==> src/hw/rtl/lms_pkg.sv <==
`default_nettype none
package lms_pkg;

  localparam int unsigned SampleW = 24;
  localparam int unsigned ResultW = 22;
  localparam int unsigned FracW   = 16;
  localparam int unsigned QDepth  = 4;
  localparam int unsigned QPtrW   = 2;

  // One sample as it travels from the front queue to the back end
  typedef struct packed {
    logic               last;
    logic [SampleW-1:0] value;
  } item_t;

  // One summary result, packed as it leaves on tdata
  typedef struct packed {
    logic               overflowed;
    logic               zero_median;
    logic [ResultW-1:0] log2_median;
  } result_t;

endpackage
`default_nettype wire

==> src/hw/rtl/lms_queue.sv <==
`default_nettype none
module lms_queue (
  input  wire logic          clk_i,
  input  wire logic          rst_ni,
  input  wire logic          push_valid_i,
  output logic               push_ready_o,
  input  wire lms_pkg::item_t push_item_i,
  output logic               pop_valid_o,
  input  wire logic          pop_ready_i,
  output lms_pkg::item_t     pop_item_o
);

  lms_pkg::item_t                 slot_q [lms_pkg::QDepth];
  logic [lms_pkg::QPtrW-1:0]      wptr_q, rptr_q;
  logic [lms_pkg::QPtrW:0]        fill_q;
  logic                           push, pop;

  assign push_ready_o = (fill_q != (lms_pkg::QPtrW+1)'(lms_pkg::QDepth));
  assign pop_valid_o  = (fill_q != '0);
  assign pop_item_o   = slot_q[rptr_q];
  assign push = push_valid_i && push_ready_o;
  assign pop  = pop_valid_o && pop_ready_i;

  // Pointers and fill level
  always_ff @(posedge clk_i or negedge rst_ni) begin
    if (!rst_ni) begin
      wptr_q <= '0;
      rptr_q <= '0;
      fill_q <= '0;
    end else begin
      if (push) wptr_q <= wptr_q + 1'b1;
      if (pop)  rptr_q <= rptr_q + 1'b1;
      if (push && !pop)      fill_q <= fill_q + 1'b1;
      else if (pop && !push) fill_q <= fill_q - 1'b1;
    end
  end

  // Slot storage
  always_ff @(posedge clk_i) begin
    if (push) slot_q[wptr_q] <= push_item_i;
  end

endmodule
`default_nettype wire

==> src/hw/rtl/lms_back.sv <==
`default_nettype none
module lms_back #(
  parameter int unsigned MAX_SAMPLES = 64
) (
  input  wire logic           clk_i,
  input  wire logic           rst_ni,
  input  wire logic           in_valid_i,
  output logic                in_ready_o,
  input  wire lms_pkg::item_t in_item_i,
  output logic                out_valid_o,
  input  wire logic           out_ready_i,
  output lms_pkg::result_t    out_result_o
);

  localparam int unsigned AddrW = (MAX_SAMPLES > 1) ? $clog2(MAX_SAMPLES) : 1;
  localparam int unsigned CntW  = $clog2(MAX_SAMPLES + 1);
  localparam int unsigned SW    = lms_pkg::SampleW;

  typedef enum logic [2:0] {
    StIdle, StInit, StSweep, StNorm, StMul, StAdj, StOut
  } state_e;

  state_e              state_q;
  logic [SW-1:0]       mem_q [MAX_SAMPLES];
  logic [SW-1:0]       rdata_q;
  logic                rvalid_q;
  logic [CntW-1:0]     cnt_q, rd_addr_q, ra_q, rb_q, ca_q, cb_q;
  logic                ovf_q;
  logic [SW-1:0]       pa_q, pb_q, hm_q, bit_q;
  logic [31:0]         m_q;
  logic [63:0]         prod_q;
  logic [4:0]          e_q;
  logic [4:0]          k_q;
  logic [lms_pkg::FracW-1:0] frac_q;
  logic                zero_q;
  logic                out_valid_q;
  lms_pkg::result_t    out_q;

  logic                accept, issue, sweep_end;
  logic                hit_a, hit_b;
  logic [CntW-1:0]     ca_all, cb_all;
  logic [SW:0]         sum;
  logic [32:0]         sq;
  logic [5:0]          ex;

  assign in_ready_o   = (state_q == StIdle);
  assign accept       = in_valid_i && in_ready_o;
  assign out_valid_o  = out_valid_q;
  assign out_result_o = out_q;

  // Radix select sweep: count entries matching each prefix with current bit clear
  assign issue     = (state_q == StSweep) && (rd_addr_q != cnt_q);
  assign sweep_end = (state_q == StSweep) && (rd_addr_q == cnt_q) && rvalid_q;
  assign hit_a  = rvalid_q && ((rdata_q & hm_q) == (pa_q & hm_q));
  assign hit_b  = rvalid_q && ((rdata_q & hm_q) == (pb_q & hm_q));
  assign ca_all = ca_q + CntW'(hit_a);
  assign cb_all = cb_q + CntW'(hit_b);
  assign sum    = {1'b0, pa_q} + {1'b0, pb_q};
  assign sq     = prod_q[63:31];
  assign ex     = {1'b0, e_q} - 6'd9;

  // Sample store
  always_ff @(posedge clk_i) begin
    if (accept && (cnt_q < CntW'(MAX_SAMPLES))) mem_q[cnt_q[AddrW-1:0]] <= in_item_i.value;
    if (issue) rdata_q <= mem_q[rd_addr_q[AddrW-1:0]];
  end

  // Control sequencer and result register
  always_ff @(posedge clk_i or negedge rst_ni) begin
    if (!rst_ni) begin
      state_q     <= StIdle;
      cnt_q       <= '0;
      ovf_q       <= 1'b0;
      rvalid_q    <= 1'b0;
      rd_addr_q   <= '0;
      out_valid_q <= 1'b0;
      ra_q <= '0; rb_q <= '0; ca_q <= '0; cb_q <= '0;
      pa_q <= '0; pb_q <= '0; hm_q <= '0; bit_q <= '0;
      m_q <= '0; prod_q <= '0; e_q <= '0; k_q <= '0; frac_q <= '0; zero_q <= 1'b0;
      out_q <= '0;
    end else begin
      if (out_valid_q && out_ready_i && (state_q != StOut)) out_valid_q <= 1'b0;
      rvalid_q <= issue;
      case (state_q)
        StIdle: begin
          if (accept) begin
            if (cnt_q < CntW'(MAX_SAMPLES)) cnt_q <= cnt_q + 1'b1;
            else                            ovf_q <= 1'b1;
            if (in_item_i.last) state_q <= StInit;
          end
        end
        StInit: begin
          ra_q      <= (cnt_q - 1'b1) >> 1;
          rb_q      <= cnt_q >> 1;
          ca_q      <= '0;
          cb_q      <= '0;
          pa_q      <= '0;
          pb_q      <= '0;
          hm_q      <= {1'b1, {(SW-1){1'b0}}};
          bit_q     <= {1'b1, {(SW-1){1'b0}}};
          rd_addr_q <= '0;
          state_q   <= StSweep;
        end
        StSweep: begin
          if (issue) rd_addr_q <= rd_addr_q + 1'b1;
          if (sweep_end) begin
            ca_q      <= '0;
            cb_q      <= '0;
            rd_addr_q <= '0;
            if (ra_q >= ca_all) begin
              pa_q <= pa_q | bit_q;
              ra_q <= ra_q - ca_all;
            end
            if (rb_q >= cb_all) begin
              pb_q <= pb_q | bit_q;
              rb_q <= rb_q - cb_all;
            end
            if (bit_q[0]) begin
              state_q <= StNorm;
              e_q     <= 5'd24;
              k_q     <= '0;
              frac_q  <= '0;
            end else begin
              bit_q <= bit_q >> 1;
              hm_q  <= hm_q | (hm_q >> 1);
            end
          end else begin
            ca_q <= ca_all;
            cb_q <= cb_all;
          end
          // Load the mantissa once the final bit is decided (next cycle in StNorm)
        end
        StNorm: begin
          if (k_q == '0 && e_q == 5'd24 && !zero_q && m_q == '0) begin
            // first visit: pick up the doubled median, bit 24 lands on bit 31
            m_q    <= {sum, 7'd0};
            zero_q <= (sum == '0);
            k_q    <= 5'd31;
          end else if (zero_q) begin
            state_q <= StOut;
          end else if (m_q[31]) begin
            k_q     <= '0;
            state_q <= StMul;
          end else begin
            m_q <= m_q << 1;
            e_q <= e_q - 1'b1;
          end
        end
        StMul: begin
          prod_q  <= m_q * m_q;
          state_q <= StAdj;
        end
        StAdj: begin
          frac_q <= {frac_q[lms_pkg::FracW-2:0], sq[32]};
          m_q    <= sq[32] ? sq[32:1] : sq[31:0];
          k_q    <= k_q + 1'b1;
          state_q <= (k_q == 5'(lms_pkg::FracW - 1)) ? StOut : StMul;
        end
        StOut: begin
          if (!out_valid_q || out_ready_i) begin
            out_valid_q       <= 1'b1;
            out_q.overflowed  <= ovf_q;
            out_q.zero_median <= zero_q;
            out_q.log2_median <= zero_q ? '0 : {ex, frac_q};
            cnt_q   <= '0;
            ovf_q   <= 1'b0;
            zero_q  <= 1'b0;
            m_q     <= '0;
            e_q     <= '0;
            state_q <= StIdle;
          end
        end
        default: state_q <= StIdle;
      endcase
    end
  end

endmodule
`default_nettype wire

==> src/hw/rtl/log2_median_summarizer.sv <==
`default_nettype none
// Median log2 summariser: stream in one column of 24-bit intensities (8 fraction
// bits), tlast on the final sample; one result per column gives log2 of the median
// in signed Q16 (truncated), with flags for a zero median and for a column longer
// than MAX_SAMPLES (extra samples dropped). Samples are taken one per cycle, while
// the queue has room, into a four-entry queue and then into the sample store. After
// the last sample the back end radix-selects the median with 24 sweeps of the store
// (one store read per cycle), normalises the mantissa and runs 16 squaring steps,
// each a multiply state followed by an adjust state.
module log2_median_summarizer #(
  parameter int unsigned MAX_SAMPLES = 64
) (
  input  wire logic        clk_i,
  input  wire logic        rst_ni,
  input  wire logic        s_axis_tvalid,
  output logic             s_axis_tready,
  input  wire logic [23:0] s_axis_tdata,   // sample_value[23:0]
  input  wire logic        s_axis_tlast,   // last_sample
  output logic             m_axis_tvalid,
  input  wire logic        m_axis_tready,
  output logic [23:0]      m_axis_tdata    // log2_median[21:0], zero_median, overflowed
);

  lms_pkg::item_t   in_item, q_item;
  lms_pkg::result_t res;
  logic             q_valid, q_ready;

  assign in_item.value = s_axis_tdata;
  assign in_item.last  = s_axis_tlast;
  assign m_axis_tdata  = res;

  lms_queue u_queue (
    .clk_i        (clk_i),
    .rst_ni       (rst_ni),
    .push_valid_i (s_axis_tvalid),
    .push_ready_o (s_axis_tready),
    .push_item_i  (in_item),
    .pop_valid_o  (q_valid),
    .pop_ready_i  (q_ready),
    .pop_item_o   (q_item)
  );

  lms_back #(.MAX_SAMPLES(MAX_SAMPLES)) u_back (
    .clk_i        (clk_i),
    .rst_ni       (rst_ni),
    .in_valid_i   (q_valid),
    .in_ready_o   (q_ready),
    .in_item_i    (q_item),
    .out_valid_o  (m_axis_tvalid),
    .out_ready_i  (m_axis_tready),
    .out_result_o (res)
  );

endmodule
`default_nettype wire
==> config.mk <==
export PLATFORM = sky130hd
export DESIGN_NAME = log2_median_summarizer
export DESIGN_NICKNAME = d
export VERILOG_FILES = /design/src/hw/rtl/lms_pkg.sv /design/src/hw/rtl/lms_queue.sv /design/src/hw/rtl/lms_back.sv /design/src/hw/rtl/log2_median_summarizer.sv
export SDC_FILE = /design/constraint.sdc
export NUM_CORES = 2
export LEC_CHECK = 0
export BUFFER_PORTS_ARGS = -buffer_cell sky130_fd_sc_hd__buf_2
export CAP_MARGIN = 15
export CORE_ASPECT_RATIO = 1.25
export CORE_MARGIN = 3
export CORE_UTILIZATION = 60
export CTS_BUF_LIST = sky130_fd_sc_hd__clkbuf_4 sky130_fd_sc_hd__clkbuf_8
export CTS_CLUSTER_DIAMETER = 50
export DETAILED_ROUTE_END_ITERATION = 7
export GPL_TIMING_DRIVEN = 0
export HOLD_SLACK_MARGIN = 0.08
export PLACE_DENSITY = 0.76
export SYNTH_ARGS = -nofsm -noshare
export SYNTH_HDL_FRONTEND = slang
export SYNTH_SLANG_ARGS = --single-unit
==> constraint.sdc <==
create_clock -name clk_i -period 17.4 [get_ports clk_i]
set_input_delay 3.48 -clock clk_i [delete_from_list [all_inputs] [get_ports clk_i]]
set_output_delay 3.48 -clock clk_i [all_outputs]
set_load 0.005 [all_outputs]
==> flow_summary_export.csv <==
group,metric,value,unit
worst_setup_path,r2r_end,"u_back.prod_q[63]$_DFFE_PN0P_",
pwr,switching_share,21.74,%
cells_and_area,nets,8634,
cells_and_area,seq_area,56530,um^2
pwr,p_switching,1.974,mW
die,design.portCount,55,
hold_path,hold_class,"flop to flop",
routing,vias_per_cell,6.319,
worst_setup_path,path_class,"flop to flop",
cts,holdBufCountCts,0,
cts,h-tree-depth,5,
routing,drt_wl_total,310400,um
routing,highest_layer,"met5",
die,die_w,381.4,um
cts,cts.clk_slew.worst_paths,0.07,ns
cts,cts_made_buffers,288,
place,portBuffers,54,
cts,cts_max_path_buffers,4,
routing,wire_per_inst,31.03,um
die,core_region_area,174400,um^2
global_route,track_usage,34.69,%
logic_synthesis,synth_largest_area_cell,"edfxtp_1",
global_route,grt_overflow,0,
cells_and_area,instances_no_fill,10000,
cells_and_area,final_cell_mix,"edfxtp_1 (1,660), inv_1 (1,016), fa_1 (796)",
logic_synthesis,syn-mean-instance-area,14.99,um^2
logic_synthesis,synthTopCellsByArea,"edfxtp_1 (47%), fa_1 (15%), mux4_2 (11%), dfrtp_1 (6.3%), ha_1 (4.2%)",
sta,fin_tns_setup,0,ns
routing,ant_nets,0,
worst_setup_path,reg2reg_slack,6.02,ns
cells_and_area,fin_util,66.48,%
routing,dr_wl_met2,152400,um
sta,fin_crit_sh,65.43,%
hold_path,hold_end,"u_back.out_result_o[6]$_DFFE_PN0P_",
sta,max_slew.worst_pin.slew,1.372,ns
sta,rsz0062_at_grt,"false",
routing,wl_met1,104400,um
routing,drc_errors,0,
worst_setup_path,slowest_stage,"clkinv_1",
worst_setup_path,arrival,12.25,ns
worst_setup_path,crit_buf_inv,8,
logic_synthesis,yosysUniqueCellTypes,93,
sta,fin_ws,6.015,ns
die,die-area,181200,um^2
pwr,p_comb_share,3.8,%
routing,dr.pass1.iters,6,
worst_setup_path,critical-path-max-stage-delay,1.05,ns
logic_synthesis,syn_inst,7050,
logic_synthesis,synthesis.area,105700,um^2
logic_synthesis,syn-num-nets,8227,
cells_and_area,synthToLayoutAreaGrowth,9.689,%
logic_synthesis,synth.yosys.seq_area_share,53.49,%
place,pre_cts_ws,6.460,ns
run,cap_violations,0,
worst_setup_path,reg2reg_depth,28,
sta,hold_viol,0,
worst_setup_path,worst_setup_path_start_kind,"flop",
pwr,p_per_area,78.32,nW/um^2
pwr,power.total,9.079,mW
cts,post_cts_resized,0,
cts,root_buffer,"clkbuf_8",
logic_synthesis,ys_warn_count,0,
pwr,leakagePower,45.67,nW
cells_and_area,final.fill_count,11810,
place,dp_cells,9479,
routing,drt_iter0_drc,7210,
worst_setup_path,worstSetupEndpointType,"flop",
cts,cts_setup_buffers,0,
place,gp_congestion,1.031,
global_route,antenna_found_initial,21,
global_route,grt_pass1_vias,66360,
hold_path,min_path_cells,2,
worst_setup_path,critPathRequiredTime,18.26,ns
worst_setup_path,cpMostUsedCell,"fa_1",
routing,vias,63190,
cells_and_area,drive_above_1_share,15.67,%
die,dieHeight,475.2,um
pwr,p_seq_share,57.6,%
sta,post-route-min-period,11.38,ns
cells_and_area,final_area,115900,um^2
sta,slew_headroom,8.528,%
global_route,grt_pass1_wl,448800,um
place,dpl_cell_area,110200,um^2
logic_synthesis,synth_top_area_share,47.17,%
worst_setup_path,cp_top_family,"adder cells",
sta,fin_hold_ws,0.4679,ns
worst_setup_path,reg2reg_from,"u_back.m_q[22]$_DFFE_PN0P_",
sta,slew_viol_final,0,
pwr,p_int,7.105,mW
die,fp-row-count,171,
pwr,vdd_drop_max,0.00009751,V
cts,cts_tree,"done",
routing,met3_length,27810,um
status,outcome,"completed",
logic_synthesis,synthFlopType,"edfxtp_1",
hold_path,hold_start,"u_back.out_result_o[6]$_DFFE_PN0P_",
place,dpl.hpwl,224800,um
logic_synthesis,synth-edff-count,1660,
global_route,grt_start_max_net_pins,129,
sta,max_freq,87.84,MHz
pwr,clkPwrFrac,38.7,%
logic_synthesis,async_flop_share,13.86,%
sta,setup_viol,0,
cells_and_area,final_common_cell,"edfxtp_1",
cts,clock_sinks,1927,
worst_setup_path,crit_fanout,11,
sta,worst_clock_skew,0.07585,ns
cts,clk_latency,1.01,ns
die,initial_core_util,60.61,%
logic_synthesis,synth_seq_cells,1927,
cells_and_area,multi_input_area,44520,um^2
## synth_stat cells (33+ instances only)
cell / n
buf_1: 44
and2_1: 199
a21o_1: 46
nand2_1: 498
o21ai_0: 119
dfrtp_1: 267
clkbuf_1: 288
edfxtp_1: 1660
mux4_2: 529
xnor2_1: 67
fa_1: 796
nor2_1: 299
xor2_1: 100
nor3_1: 33
ha_1: 352
nand3_1: 76
a21oi_1: 194
inv_1: 1016
## area by class of cell
cell class / instances / area share, %
Inverter: 1022 / 3.309
Buffer: 339 / 1.107
Clock buffer: 370 / 4.004
Antenna cell: 16 / 0.03454
Clock inverter: 113 / 0.5785
Timing Repair Buffer: 117 / 1.275
Tap cell: 2335 / 2.520
Sequential cell: 1927 / 48.76
Multi-Input combinational cell: 3762 / 38.41
## worst max-delay path by stage
stage | end | depth (start not counted) | start | slack, ns
final | u_back.prod_q[63]$_DFFE_PN0P_ | 28 | u_back.m_q[22]$_DFFE_PN0P_ | 6.02
after global routing | u_back.prod_q[63]$_DFFE_PN0P_ | 28 | u_back.m_q[22]$_DFFE_PN0P_ | 6.06
after CTS | u_back.prod_q[63]$_DFFE_PN0P_ | 28 | u_back.m_q[22]$_DFFE_PN0P_ | 6.45
after detailed placement | u_back.prod_q[63]$_DFFE_PN0P_ | 28 | u_back.m_q[22]$_DFFE_PN0P_ | 6.46
after global placement | u_back.prod_q[63]$_DFFE_PN0P_ | 28 | u_back.m_q[22]$_DFFE_PN0P_ | 6.49
after floorplan | u_back.prod_q[63]$_DFFE_PN0P_ | 29 | u_back.m_q[4]$_DFFE_PN0P_ | 9.71
## power by group through the flow
stage	Clock (mW)	Combinational (mW)	Sequential, mW
detailed placement	0	0.324	5.33
floorplan	0	0.137	5.32
global placement	0	0.273	5.33
finish	3.51	0.343	5.23
CTS	3.52	0.323	5.23
global route	3.74	0.366	5.23
## state kept, by name, summed over array words and instances (netlist names), 16 cells and up
signal,count
u_back.prod_q,33
u_back.hm_q,24
u_back.out_result_o,24
u_back.frac_q,16
u_back.m_q,32
u_back.rdata_q,24
u_back.pb_q,24
u_queue.slot_q,100
u_back.pa_q,24
u_back.mem_q,1536
u_back.bit_q,24
## worst register-to-register path, delay by kind of cell, from the launching register on
kind                     cells  cell delay (ns)
AND/OR/NAND/NOR              1             0.29
adder cells (fa/ha/maj)      9             4.34
XOR/XNOR                     1             0.20
buffers and inverters        8             3.16
flip-flops                   1             0.51
AO/OA/AOI/OAI                9             2.76
## metal layers
layer	global-route usage, %	vias to the layer above
met4	23.03	10
met2	57.33	3886
met5	0	-
met3	6.759	1006
li1	-	25770
met1	41.94	32520
## cell families (layout without fill, tap and decap cells)
logic type | Yosys count | count (layout) | synth area share, %
buf+inv | 1361 | 1961 | 4.845
simple gates | 1261 | 1261 | 5.530
mux | 571 | 571 | 11.69
compound gates | 615 | 615 | 3.812
fa+ha+maj | 1148 | 1148 | 19.25
other cells | 0 | 16 | 0
xor+xnor | 167 | 167 | 1.384
flops | 1927 | 1927 | 53.49
Note: power is estimated with default switching activity, not from simulation.
